## config.mk

```make
export PLATFORM = sky130hd
export DESIGN_NAME = tcw_queue
export DESIGN_NICKNAME = d
export VERILOG_FILES = /design/src/hw/rtl/tcw_pkg.sv /design/src/hw/rtl/tcw_queue.sv
export SDC_FILE = /design/constraint.sdc
export NUM_CORES = 1
export LEC_CHECK = 0
export ABC_AREA = 1
export BUFFER_PORTS_ARGS = -buffer_cell sky130_fd_sc_hd__buf_4
export CAP_MARGIN = 0
export CELL_PAD_IN_SITES_DETAIL_PLACEMENT = 0
export CELL_PAD_IN_SITES_GLOBAL_PLACEMENT = 1
export CORE_ASPECT_RATIO = 0.5
export CORE_MARGIN = 1.5
export CORE_UTILIZATION = 35
export DETAILED_ROUTE_END_ITERATION = 10
export PLACE_DENSITY = 0.73
export REMOVE_ABC_BUFFERS = 1
export SETUP_SLACK_MARGIN = 0.1
export SLEW_MARGIN = 20
export SYNTH_ARGS = -nofsm -noshare
export SYNTH_HDL_FRONTEND = slang
export SYNTH_SLANG_ARGS = --single-unit
```

## constraint.sdc

```tcl
create_clock -name clk -period 3 [get_ports clk]
set_clock_uncertainty 0.2 [all_clocks]
set_input_delay 0.15 -clock clk [delete_from_list [all_inputs] [get_ports clk]]
set_output_delay 0.15 -clock clk [all_outputs]
set_load 0.03 [all_outputs]
```

## src/hw/rtl/tcw_pkg.sv

```systemverilog
package tcw_pkg;

    // Screen geometry.
    localparam int COLUMNS = 80;
    localparam int ROWS    = 25;
    localparam int CELLS   = ROWS * COLUMNS;
    localparam int COPY_CELLS = CELLS - COLUMNS;
    localparam int BOTTOM_POS = (ROWS - 1) * COLUMNS;

    // Field widths fixed by the interface.
    localparam int ROW_W  = 5;
    localparam int COL_W  = 7;
    localparam int IDX_W  = 11;
    localparam int CELL_W = 16;

    // Store addressing and sweep counter widths.
    localparam int CELL_AW = $clog2(CELLS);
    localparam int CNT_W   = $clog2(CELLS + 1);

    // Command queue depth.
    localparam int QUEUE_DEPTH = 2;
    localparam int QPTR_W      = (QUEUE_DEPTH > 1) ? $clog2(QUEUE_DEPTH) : 1;
    localparam int QCNT_W      = $clog2(QUEUE_DEPTH + 1);

    // Mode codes and the newline character.
    localparam logic [1:0] MODE_WRITE = 2'd0;
    localparam logic [1:0] MODE_CLEAR = 2'd1;
    localparam logic [1:0] MODE_READ  = 2'd2;
    localparam logic [7:0] NEWLINE_CODE = 8'h0A;

    typedef logic [ROW_W-1:0]   row_t;
    typedef logic [COL_W-1:0]   col_t;
    typedef logic [CELL_AW-1:0] addr_t;
    typedef logic [CNT_W-1:0]   cnt_t;
    typedef logic [CELL_W-1:0]  cell_t;

    typedef struct packed {
        logic [1:0]       mode;
        logic [7:0]       char_code;
        logic [7:0]       color;
        logic [IDX_W-1:0] cell_index;
    } in_item_t;

    typedef struct packed {
        row_t       cursor_row;
        col_t       cursor_col;
        logic [7:0] read_char;
        logic [7:0] read_color;
        logic       scrolled;
    } out_item_t;

    // Classified command handed from the front end to the back end.
    typedef enum logic [2:0] {
        CMD_CHAR,
        CMD_NEWLINE,
        CMD_CLEAR,
        CMD_READ,
        CMD_NOP
    } cmd_e;

    typedef struct packed {
        cmd_e       op;
        logic [7:0] char_code;
        logic [7:0] color;
        addr_t      addr;
        logic       in_range;
    } cmd_t;

    // Back end status seen by the front end.
    typedef struct packed {
        logic init_busy;
    } back_status_t;

    typedef enum logic [2:0] {
        ST_INIT,
        ST_IDLE,
        ST_READ,
        ST_SCROLL,
        ST_CLEAR
    } back_state_e;

endpackage

```

## src/hw/rtl/tcw_queue.sv

```systemverilog
module tcw_queue (
    input  logic          clk,
    input  logic          rst_n,
    input  logic          push,
    input  tcw_pkg::cmd_t push_cmd,
    output logic          full,
    input  logic          pop,
    output logic          head_valid,
    output tcw_pkg::cmd_t head_cmd
);

    tcw_pkg::cmd_t                  slot_reg [tcw_pkg::QUEUE_DEPTH];
    logic [tcw_pkg::QPTR_W-1:0]     wr_ptr_reg;
    logic [tcw_pkg::QPTR_W-1:0]     wr_ptr_next;
    logic [tcw_pkg::QPTR_W-1:0]     rd_ptr_reg;
    logic [tcw_pkg::QPTR_W-1:0]     rd_ptr_next;
    logic [tcw_pkg::QCNT_W-1:0]     count_reg;
    logic [tcw_pkg::QCNT_W-1:0]     count_next;

    assign full       = (count_reg == tcw_pkg::QCNT_W'(tcw_pkg::QUEUE_DEPTH));
    assign head_valid = (count_reg != '0);
    assign head_cmd   = slot_reg[rd_ptr_reg];

    // Pointer and occupancy update.
    always_comb
    begin
        wr_ptr_next = wr_ptr_reg;
        rd_ptr_next = rd_ptr_reg;
        count_next  = count_reg;
        if (push)
        begin
            wr_ptr_next = (wr_ptr_reg == tcw_pkg::QPTR_W'(tcw_pkg::QUEUE_DEPTH - 1)) ?
                          '0 : wr_ptr_reg + 1'b1;
        end
        if (pop)
        begin
            rd_ptr_next = (rd_ptr_reg == tcw_pkg::QPTR_W'(tcw_pkg::QUEUE_DEPTH - 1)) ?
                          '0 : rd_ptr_reg + 1'b1;
        end
        if (push && !pop)
        begin
            count_next = count_reg + 1'b1;
        end
        else if (pop && !push)
        begin
            count_next = count_reg - 1'b1;
        end
    end

    always_ff @(posedge clk or negedge rst_n)
    begin
        if (!rst_n)
        begin
            wr_ptr_reg <= '0;
            rd_ptr_reg <= '0;
            count_reg  <= '0;
        end
        else
        begin
            wr_ptr_reg <= wr_ptr_next;
            rd_ptr_reg <= rd_ptr_next;
            count_reg  <= count_next;
        end
    end

    // Queue storage needs no reset.
    always_ff @(posedge clk)
    begin
        if (push)
        begin
            slot_reg[wr_ptr_reg] <= push_cmd;
        end
    end

endmodule

```

==> results.toml <==
[run_status]
run_status = "completed"

[route]
antenna_violating_nets_post_route = 0
detailedRoute.firstIterationViolations = 66
drcViolationCount = 0
routed_wirelength_um = 4330
via_total_after_detailed_routing = 1422
drt_first_pass_iters = 4
wl_per_cell_um = 13.1
vias_per_cell = 4.30

[worst_hold_path]
holdPathStages = 2
hold_path_startpoint = "count_reg[1]"
holdCritPathClass = "reg2reg"
hold-path-endpoint = "count_reg[1]"

[yosys]
netlist-cell-type-count = 14
post_synth_inst_count = 122
yosys-mux-area-fraction_pct = 17.6
synth_top_family_by_area = "multiplexers"
synth_area_um2 = 2600
share_of_the_synthesized_area_in_compound_gates_ao_oa_aoi_oai_pct = 0
synth_area_per_cell_um2 = 21.3
register_area_share_after_synthesis_pct = 75.5
fraction_of_the_mapped_netlist_area_in_simple_logic_gates_pct = 1.59
fraction_of_the_mapped_netlist_area_in_adder_cells_pct = 0.482
synthXorXnorAreaFrac_pct = 1.01
yosys_register_bits = 66
post_synth_main_area_contributors = "sky130_fd_sc_hd__edfxtp_1 (72%), sky130_fd_sc_hd__mux2_4 (17%), sky130_fd_sc_hd__dfrtp_1 (3.9%)"
synth_area_leader_cell = "sky130_fd_sc_hd__edfxtp_1"
synth_warnings = 0
netlist.area_leader.share_pct = 71.7

[clock_network]
htree_levels = 3
path_clk_slew_ns = 0.05
insertion_delay_ns = 0.31
inserted_clock_buffers = 9
cts-root-buf = "sky130_fd_sc_hd__clkbuf_16"
post_cts.resized_instances = 0
cts_num_sinks = 66
cts_setup_buffers = 0
max-clock-path-buffers = 2
hold_buffers = 35
tritoncts = "yes"

[floorplanning]
floorplan.die.width_um = 125
die_area_um2 = 7980
core_area_um2 = 6940
initial_utilization_pct = 37.4
pin_count = 68
placement_row_count = 21
vertical_die_dimension_um = 63.9

[power_and_ir_drop]
ir_worst_vdd_uv = 359
p_per_area_nw_per_um2 = 939
power.leakage_nw = 1.57

[sta]
report.final.hold_viol_count = 0
period_minus_slack_ns = 2.23
finalCritPeriodShare_pct = 74.2
final_max_slew_viol_count = 0
timing.final.ws_setup_ns = 0.773
final_sum_of_negative_setup_slack_ns = 0
timing.slew.headroom_pct = 39.0
finalSetupViolations = 0
rsz0062_at_grt = "false"
max_slew.worst_pin.slew_ns = 0.914
maxClockFrequency_mhz = 449

[grt]
antenna_found_initial = 0
global_route.usage.total_pct = 11.5
grt_start_max_net_pins = 32
grt_first_pass_wirelength_um = 7000
via_count_of_the_first_global_routing_pass = 1472
overflow = 0

[finish]
drive_above_1_share_pct = 48.5
num_antenna_cells = 0
multi_input_comb_area_um2 = 546
final_nets = 270
final.fill_count = 575
max_ffs_per_register = 62
final-seq-area_um2 = 1960
syn_to_final_growth_pct = 45.6

[worst_setup_path]
setup_slack_on_the_worst_flop_to_flop_path_ns = 1.15
critical_path_required_ns = 2.65
worst_r2r_startpoint = "wr_ptr_reg"
worst_setup_path_start_kind = "register"
worst_r2r_endpoint = "slot_reg[1][0]"
crit_path_max_incr_delay_ns = 0.72
worstPathMaxFanout = 19
timing.critical_path.cells = "buf_4 -> mux2_4 -> buf_4"
cpMostUsedCell = "sky130_fd_sc_hd__buf_4"
critical_path_arrival_ns = 1.88
crit_path_slowest_cell = "sky130_fd_sc_hd__dfrtp_2"
worstSetupPathType = "reg2out"
worstSetupEndpointType = "primary output"
depth_of_the_worst_register_to_register_path = 3

[placement]
place_worst_setup_slack_ns = 1.05
hpwl_um = 2870
port-buffer-count = 67
placer_congestion_estimate = 0.644

[job]
timing.max_cap.violations = 0
-- synthesized netlist by cell type --
cell type,n
sky130_fd_sc_hd__edfxtp_1,62
sky130_fd_sc_hd__mux2_4,29
sky130_fd_sc_hd__inv_1,7
sky130_fd_sc_hd__nand2_1,6
sky130_fd_sc_hd__dfrtp_1,4
sky130_fd_sc_hd__buf_12,3
sky130_fd_sc_hd__mux2_2,2
sky130_fd_sc_hd__nor2_1,2
sky130_fd_sc_hd__xor2_1,2
sky130_fd_sc_hd__buf_6,1
sky130_fd_sc_hd__ha_1,1
sky130_fd_sc_hd__nand3_1,1
sky130_fd_sc_hd__nand4_1,1
sky130_fd_sc_hd__xnor2_1,1
-- per-layer routing --
layer  up-vias  global-route usage, %  part of all wire, %
met1       702                   13.2                   42
met2        28                   20.1                   53
met4         0                   4.69                 0.65
met3         5                   4.10                  3.8
met5         -                      0                    0
li1        687                      -                    -
-- critical path: cells and delay by family (launching register included) --
| kind | cells | cell delay [ns] |
|---|---|---|
| flip-flops | 1 | 0.72 |
| multiplexers | 1 | 0.33 |
| buffers and inverters | 2 | 0.51 |
-- kinds of logic (layout without fill, tap and decap cells) --
group,after synthesis,in the layout
XOR/XNOR,3,3
adder cells (fa/ha/maj),1,1
buffers and inverters,11,128
flip-flops,66,66
multiplexers,31,31
AND/OR/NAND/NOR,10,10
-- stage by stage --
step	cells	utilization (%)	hold slack (ns)	area (um^2)	power (mW)
global placement	280	45.8	-0.249	3180	2.67
global route	331	54.5	0.337	3780	3.72
finish	331	54.5	0.276	3780	3.55
CTS	331	54.5	0.282	3780	3.60
detailed placement	280	45.8	-0.248	3180	2.69
floorplan	118	-	-0.346	2530	2.25
-- power by group --
part / switching (mW) / internal, mW
clock: 0.324 / 0.552
sequential: 0.120 / 1.23
combinational: 0.699 / 0.626
total: 1.14 / 2.41
-- worst max-delay path by stage --
stage | startpoint | end
6_report | rd_ptr_reg | head_cmd[20]
5_1_grt | rd_ptr_reg | head_cmd[20]
4_1_cts | rd_ptr_reg | head_cmd[20]
3_5_place_dp | rd_ptr_reg | head_cmd[20]
3_3_place_gp | rd_ptr_reg | head_cmd[20]
2_1_floorplan | wr_ptr_reg | slot_reg[0][0]
-- area by class of cell --
class / count / area share, %
sequential: 66 / 51.9
timing repair buffer: 105 / 23.2
tap: 92 / 3.04
clock inverter: 4 / 0.529
multi-input combinational: 45 / 14.4
inverter: 7 / 0.695
clock buffer: 12 / 6.25
-- cell usage in the layout (no fill, tap or decap), types with 2 or more instances in the layout --
| cell | netlist | final |
|---|---|---|
| sky130_fd_sc_hd__mux2_4 | 29 | 29 |
| sky130_fd_sc_hd__nand2_1 | 6 | 6 |
| sky130_fd_sc_hd__mux2_2 | 2 | 2 |
| sky130_fd_sc_hd__clkbuf_1 | 0 | 3 |
| sky130_fd_sc_hd__clkbuf_16 | 0 | 9 |
| sky130_fd_sc_hd__dlygate4sd3_1 | 0 | 35 |
| sky130_fd_sc_hd__edfxtp_1 | 62 | 62 |
| sky130_fd_sc_hd__buf_4 | 0 | 70 |
| sky130_fd_sc_hd__xor2_1 | 2 | 2 |
| sky130_fd_sc_hd__dfrtp_1 | 4 | 3 |
| sky130_fd_sc_hd__clkinv_2 | 0 | 4 |
| sky130_fd_sc_hd__inv_1 | 7 | 7 |
(Power assumes the default switching activity.)
