===== config.mk =====
export PLATFORM = sky130hd
export DESIGN_NAME = tcw_front
export DESIGN_NICKNAME = d
export VERILOG_FILES = /design/src/hw/rtl/tcw_pkg.sv /design/src/hw/rtl/tcw_front.sv
export SDC_FILE = /design/constraint.sdc
export NUM_CORES = 1
export LEC_CHECK = 0
export BUFFER_PORTS_ARGS = -buffer_cell sky130_fd_sc_hd__buf_2
export CAP_MARGIN = 10
export CORE_AREA = 10 10 47 49
export DETAILED_ROUTE_END_ITERATION = 8
export DIE_AREA = 0 0 57 59
export MAX_ROUTING_LAYER = met4
export PLACE_DENSITY = 0.79
export SLEW_MARGIN = 10
export SYNTH_ARGS = -nofsm -noshare
export SYNTH_HDL_FRONTEND = slang
export SYNTH_SLANG_ARGS = --single-unit

===== constraint.sdc =====
create_clock -name vclk -period 1.19
set_input_delay 0.238 -clock vclk [all_inputs]
set_output_delay 0.238 -clock vclk [all_outputs]
set_load 0.02 [all_outputs]

===== src/hw/rtl/tcw_pkg.sv =====
package tcw_pkg;

    // Screen geometry.
    localparam int COLUMNS = 80;
    localparam int ROWS    = 25;
    localparam int CELLS   = ROWS * COLUMNS;
    localparam int COPY_CELLS = CELLS - COLUMNS;
    localparam int BOTTOM_POS = (ROWS - 1) * COLUMNS;

    // Field widths fixed by the interface.
    localparam int ROW_W  = 5;
    localparam int COL_W  = 7;
    localparam int IDX_W  = 11;
    localparam int CELL_W = 16;

    // Store addressing and sweep counter widths.
    localparam int CELL_AW = $clog2(CELLS);
    localparam int CNT_W   = $clog2(CELLS + 1);

    // Command queue depth.
    localparam int QUEUE_DEPTH = 2;
    localparam int QPTR_W      = (QUEUE_DEPTH > 1) ? $clog2(QUEUE_DEPTH) : 1;
    localparam int QCNT_W      = $clog2(QUEUE_DEPTH + 1);

    // Mode codes and the newline character.
    localparam logic [1:0] MODE_WRITE = 2'd0;
    localparam logic [1:0] MODE_CLEAR = 2'd1;
    localparam logic [1:0] MODE_READ  = 2'd2;
    localparam logic [7:0] NEWLINE_CODE = 8'h0A;

    typedef logic [ROW_W-1:0]   row_t;
    typedef logic [COL_W-1:0]   col_t;
    typedef logic [CELL_AW-1:0] addr_t;
    typedef logic [CNT_W-1:0]   cnt_t;
    typedef logic [CELL_W-1:0]  cell_t;

    typedef struct packed {
        logic [1:0]       mode;
        logic [7:0]       char_code;
        logic [7:0]       color;
        logic [IDX_W-1:0] cell_index;
    } in_item_t;

    typedef struct packed {
        row_t       cursor_row;
        col_t       cursor_col;
        logic [7:0] read_char;
        logic [7:0] read_color;
        logic       scrolled;
    } out_item_t;

    // Classified command handed from the front end to the back end.
    typedef enum logic [2:0] {
        CMD_CHAR,
        CMD_NEWLINE,
        CMD_CLEAR,
        CMD_READ,
        CMD_NOP
    } cmd_e;

    typedef struct packed {
        cmd_e       op;
        logic [7:0] char_code;
        logic [7:0] color;
        addr_t      addr;
        logic       in_range;
    } cmd_t;

    // Back end status seen by the front end.
    typedef struct packed {
        logic init_busy;
    } back_status_t;

    typedef enum logic [2:0] {
        ST_INIT,
        ST_IDLE,
        ST_READ,
        ST_SCROLL,
        ST_CLEAR
    } back_state_e;

endpackage


===== src/hw/rtl/tcw_front.sv =====
module tcw_front (
    input  logic                  item_valid,
    output logic                  item_stall,
    input  tcw_pkg::in_item_t     item,
    input  tcw_pkg::back_status_t status,
    input  logic                  queue_full,
    output logic                  push,
    output tcw_pkg::cmd_t         push_cmd
);

    // Hold off input while the queue is full or the store is still being cleared.
    assign item_stall = queue_full || status.init_busy;
    assign push       = item_valid && !item_stall;

    // Classify the item into a back end command.
    always_comb
    begin
        push_cmd.char_code = item.char_code;
        push_cmd.color     = item.color;
        push_cmd.addr      = tcw_pkg::addr_t'(item.cell_index);
        push_cmd.in_range  = (32'(item.cell_index) < tcw_pkg::CELLS);
        case (item.mode)
            tcw_pkg::MODE_WRITE:
            begin
                push_cmd.op = (item.char_code == tcw_pkg::NEWLINE_CODE) ?
                              tcw_pkg::CMD_NEWLINE : tcw_pkg::CMD_CHAR;
            end
            tcw_pkg::MODE_CLEAR: push_cmd.op = tcw_pkg::CMD_CLEAR;
            tcw_pkg::MODE_READ:  push_cmd.op = tcw_pkg::CMD_READ;
            default:             push_cmd.op = tcw_pkg::CMD_NOP;
        endcase
    end

endmodule


==> results of run 1 <==
-- metal layers --
layer,track usage,share of wire
met5,-,0
met4,0.00671,0.012
met3,0.0451,0.21
met2,0.0946,0.48
met1,0.0418,0.29
-- cells in the mapped netlist --
cell type	count
sky130_fd_sc_hd__buf_4	27
sky130_fd_sc_hd__inv_1	3
sky130_fd_sc_hd__ha_1	2
sky130_fd_sc_hd__nor2b_1	2
sky130_fd_sc_hd__nor4b_2	2
sky130_fd_sc_hd__a31o_1	1
sky130_fd_sc_hd__and3_1	1
sky130_fd_sc_hd__nor2_1	1
sky130_fd_sc_hd__o2111ai_1	1
sky130_fd_sc_hd__or2_2	1
-- repair_timing --
item | in CTS | in global routing
setup buffers | 0 | 0
pin swaps | 2 | 0
setup endpoints to repair | 1 | 1
resized for setup | 10 | 1
-- cell families after synthesis --
group                      after synthesis
buffers and inverters                   30
and+or+nand+nor                          7
adders and majority gates                2
AOI/OAI and AO/OA                        2
-- stage by stage --
stage	setup WS (ps)	hold WS (ps)	setup TNS, ps	power (µW)
4_1_cts	-37.9	476	-37.9	167
3_3_place_gp	-73.0	476	-73.0	149
5_1_grt	-94.0	476	-94.0	181
6_report	-25.4	476	-25.4	167
2_1_floorplan	54.5	589	0	165
3_5_place_dp	-116	476	-116	152
-- report_power, final --
group          internal (µW)  total, µW  switching [µW]  leakage (µW)
Sequential                 0          0               0             0
Combinational           73.7        167            93.4      0.000233
Clock                      0          0               0             0
Total                   73.7        167            93.4      0.000233
-- worst paths after layout --
| kind | startpoint | end | slack [ps] | cells after the start |
|---|---|---|---|---|
| setup / recovery | item[27] | push_cmd[28] | -30 | 6 |
| hold / removal | item[18] | push_cmd[19] | 480 | 0 |
-- area by class of cell --
cell class	count	area, µm²	share of cell area
Multi-Input combinational cell	11	123	0.307
Inverter	3	13.8	0.0345
Timing Repair Buffer	43	243	0.608
Tap cell	16	20.0	0.0502
==> reports/results.txt, run 1 <==
In this run the worst path has a maximum fanout of 2. Summing all non-filler instances in the final layout gives an area of 399 µm². The layout cell share with drive strength beyond 1 is 0.860. Hold repair after CTS inserted 0 buffers. The top cell types in the final layout, fill and taps aside, are sky130_fd_sc_hd__buf_2 (38), sky130_fd_sc_hd__nor2b_1 (2), sky130_fd_sc_hd__buf_6 (2), sky130_fd_sc_hd__buf_4 (2). At the worst endpoint, the arrival time is 980 ps. After detailed routing, the average wire length per cell comes to 14.1 µm. Setup repair after global routing could not meet its margin everywhere. The logs give 0 for the residual DRC count and 0.873 for the relative max-transition margin. The class of the tightest hold or removal check is in -> out.

0 antenna diodes ended up in the layout. By startpoint and endpoint, the worst setup path is classified as in -> out. The run finished, with violations left. The final layout contains 93 nets. In this run the static leakage power is 0.000233 µW.

For the synthesized net count, the log shows 75. After the flow finishes, the layout carries non-filler instances totaling 73. The max-slew violation count was 0; the final critical-path share of the clock period was 1.02.

The die covers 3360 µm². The congestion estimate from routability-driven global placement came to 0.728. The number of port buffers came out at 41. The fraction of the core area covered by cells at the end of the flow was 0.285. For this run, the detailed router's first-pass iteration total came to 2. The distinct cell type count after synthesis was 10. The tools report the number of global-route vias before repair as 360. Once detailed placement completed, the half-perimeter wirelength came to 935 µm.

The xor/xnor cell area share of the yosys netlist is 0, and the data required time of the critical path is 950 ps. For this block, the initial DRC count from the detailed router was 3. The area fraction in and, or, nand and nor cells after synthesis was 0.187; the compound-cell area share of the yosys netlist was 0.0556. The proportion of synthesized chip area in sequential cells was 0. The largest total area in the synthesized netlist belongs to sky130_fd_sc_hd__buf_4. After detailed routing, the total wire length is 1030 µm. The logs give 0.0530 for the total routing resource utilization after global routing and 0 for the global-route congestion overflow total.

The final worst slack was -25.4 ps; the number of clock buffers in the layout was 0. The delay of the slowest cell on the worst path works out to 180 ps. By instance count, the cell type seen most on the critical path is sky130_fd_sc_hd__buf_6. For this design the ratio of total power to cell area is 419 nW/µm². The sequential cells in the finished layout cover a total of 0 µm².

Walking the worst path, the cells encountered are buf_6 -> inv_2 -> ha_4 -> nor4b_4 -> a31o_1 -> buf_6. The final reports fail on setup timing. STA classifies the critical path startpoint as an input pin. Based on the critical path, the design can be clocked at up to 823 MHz.

The initialized floorplan defines 14 standard-cell rows. The transition time at the pin with the least slew margin came out at 190 ps. The minimum clock period is 1220 ps. The synthesized netlist occupies a cell area of 315 µm². After synthesis, the cell types taking the most area are sky130_fd_sc_hd__buf_4 (64%), sky130_fd_sc_hd__nor4b_2 (9.5%), sky130_fd_sc_hd__ha_1 (7.9%), sky130_fd_sc_hd__nor2b_1 (4.0%), sky130_fd_sc_hd__inv_1 (3.6%). The cell count after synthesis was 41; the placed instance area was 353 µm².

The count of synthesis-stage warnings from yosys was 0; the area added between synthesis and finish was 26.6%. The adder-cell share of the synthesized area is 0.0794, and the number of antenna-violating nets in the routed design is 0. The library cell used most frequently in the layout, excluding fill and tap cells, is sky130_fd_sc_hd__buf_2. Top-level I/O count: 65. Number of antenna violations at the first check in global routing: 0. The run gives 1 as the total setup violations reported at the end of the flow. Across the VDD grid, the largest voltage drop is 126 µV.

Number of failing hold endpoints at the final stage: 0. The kind of cell with the highest combined delay along the critical path is buffers and inverters. Together, buffers and inverters on the worst path number 3. Fill cells in the final layout number 155.

The floorplan step set the die height to 59 µm. The tool flagged a number of max-cap violations equal to 0. The multiplexer area fraction after synthesis is 0, and the detailed-route vias per instance is 4.18.

Pin count of the biggest net entering global routing: 4. The total area inside the core boundary comes to 1400 µm². By area, the combinational part of the netlist is dominated by buffers and inverters. The worst setup path is captured at an output port. There are 0 flip-flops and latches. From left edge to right edge, the die measures 57 µm.

Cell with the largest stage delay on the worst path: sky130_fd_sc_hd__nor4b_4. For the starting density of the core, the log shows 0.225. The global-route wire length before repair was 1550 µm. The proportion of netlist area held by the largest area contributor is 0.643, and the total placed cells including tap cells is 73.

The mean area per synthesized cell works out to 7.69 µm². For this block, the via count after detailed routing is 305.
No activity file was read; power rests on OpenSTA's default activity.
==> run 2: changes to the inputs <==
==> constraint.sdc (replaced) <==
create_clock -name vclk -period 1.19
set_input_delay 0.119 -clock vclk [all_inputs]
set_output_delay 0.119 -clock vclk [all_outputs]
set_load 0.02 [all_outputs]
==> reports/results.txt, run 2 (synthesis gave the netlist of run 1 again) <==
The share of total power in combinational logic was 1.000; the highest clock frequency the design can meet was 944 MHz. Internal cell power: 57.9 µW. Across the VDD grid, the largest voltage drop is 91.1 µV. The number of port buffers came out at 41.

The number of cells in the finished layout apart from fillers was 71. The global-route congestion overflow total came out at 0. The sequential cell area in the final layout is 0 µm², and the hold-fix buffer count after cts is 0. In the final design database the tool counted 91 nets. The design has 0 sequential cells. The tools report the beginning of the worst hold path as item[18]. Fill cells in the final layout number 166. Entering global routing, the biggest net connects 5 pins.

The library cell used most frequently in the layout, excluding fill and tap cells, is sky130_fd_sc_hd__buf_2. The relative max-transition margin came out at 0.869. Tracing the worst setup path back leads to its startpoint at item[28]. The cell that appears most often on the critical path is sky130_fd_sc_hd__buf_2. Routability-driven placement finished with a final weighted congestion of 0.729.

The run gives 0.225 as the starting density of the core. The number of placed instances, taps included, is 71. The transition time at the pin with the least slew margin works out to 196 ps.

The logs give 144 µW for the total design power and 0 for the max capacitance violation total. For the global-route wire length before repair, the log shows 1460 µm. The tools report the type of origin of the critical path as an input pin. The die is 59 µm tall.

The number of buffers and inverters on the critical path is 3. The core area was 1400 µm²; the total area of multi-input combinational cells was 101 µm². For the worst setup path, the data arrival time is 940 ps. The final critical-path share of the clock period works out to 0.891. Detailed routing inserted a total of 290 vias. The logs give 929 µm for the half-perimeter wire length of the detailed placement result and 0.0494 for the total routing resource utilization after global routing. The worst hold path stage count was 0; the die width was 57 µm. In this run the remaining antenna-violating nets after routing total 0. The max-slew violation count was 0; the final-layout setup total negative slack was 0 ps.

Clock buffers in the final layout number 0. The routed design has 971 µm of wire. The pre-antenna-repair detailed-routing pass consisted of 2 iterations. The instance count on the critical path came out at 6. Setup repair after global routing left no endpoint under its margin. Power spread over the standard cell area amounts to 427 nW/µm². On the worst path, the slowest cell contributes a delay of 190 ps. After clock tree synthesis, the setup repair step added 0 buffers. The run gives 1070 ps as the data required time of the critical path.

Pin placement for this block handled 65 I/O pins. In this run, post-CTS repair resized a total of 0 instances. The worst hold path terminates at push_cmd[19]. The run gives 0.241 as the fraction of the core area covered by cells at the end of the flow. The logs give 0 for the number of antenna violations at the first check in global routing and 324 for the number of global-route vias before repair.

Relative contribution of the clock network to total power: 0. Walking the worst path, the cells encountered are buf_2 -> inv_1 -> ha_1 -> nor4b_2 -> a31o_1 -> buf_2. In the layout the commonest cells are sky130_fd_sc_hd__buf_2 (41), sky130_fd_sc_hd__inv_1 (3), sky130_fd_sc_hd__nor2b_1 (2), sky130_fd_sc_hd__nor4b_2 (2), sky130_fd_sc_hd__ha_1 (2).

Kind of end point of the critical path: an output port. The detailed-route vias per instance is 4.08. Switching component of the power: 86.4 µW. The cell with the largest stage delay on the worst path is sky130_fd_sc_hd__a31o_1.

Broken down by cell family, the worst path's largest delay share belongs to buffers and inverters. The cell row count is 14. The largest driver fanout on the critical path is 4, and the residual DRC count is 0. Setup violations remaining at the end of the flow were counted as 0.

The number of diodes added for antenna fixing came out at 0. The sequential power share was 0; the area of the die was 3360 µm². The path class of the tightest hold or removal check is in -> out. The analysis attributes to cell leakage a power of 0.000215 µW. Dividing the detail-routed wire length by the instance count gives 13.7 µm. Counting I/O delays and the setup requirement, the final critical path takes 1060 ps.

The layout cell share with drive strength beyond 1 came out at 0.800. The worst setup path is of the in -> out kind. The DRC violation total after the first TritonRoute iteration is 1, and the area added between synthesis and finish is 7.14%. The flow ran to the end, and the final reports show no timing, DRC or antenna violations. The tools report the number of failing hold endpoints at the final stage as 0.

Switching part of the total power: 0.599.
run 2: how the worst max path moves through the flow:
| stage | to | slack (ps) |
|---|---|---|
| final | push_cmd[28] | 130 |
| after global routing | push_cmd[28] | 70 |
| after CTS | push_cmd[28] | 120 |
| after detailed placement | push_cmd[28] | 120 |
| after global placement | push_cmd[28] | 150 |
| after floorplan | push | 290 |
run 2: metrics by stage:
stage               instance area, µm²  worst slack, ps  hold slack (ps)
floorplan                          315              292              351
global placement                   338              149              238
detailed placement                 338              117              238
CTS                                338              121              238
global route                       338             73.0              238
finish                             338              130              238
run 2: final cells by class:
cell class	count	share of cell area
multi-input cells	11	0.300
repair buffers	41	0.607
inverters	3	0.0333
well taps	16	0.0593
run 2: layer usage:
layer / share of wire / GRT usage / vias to the layer above
li1: - / - / 133
met1: 0.30 / 0.0418 / 120
met2: 0.45 / 0.0806 / 33
met3: 0.24 / 0.0472 / 4
met4: 0.012 / 0.00671 / 0
met5: 0 / - / -
run 2: power by group through the flow:
stage                     Clock (µW)  Sequential (µW)  Combinational, µW
final                              0                0                144
after global routing               0                0                158
after CTS                          0                0                147
after detailed placement           0                0                147
after global placement             0                0                145
after floorplan                    0                0                165
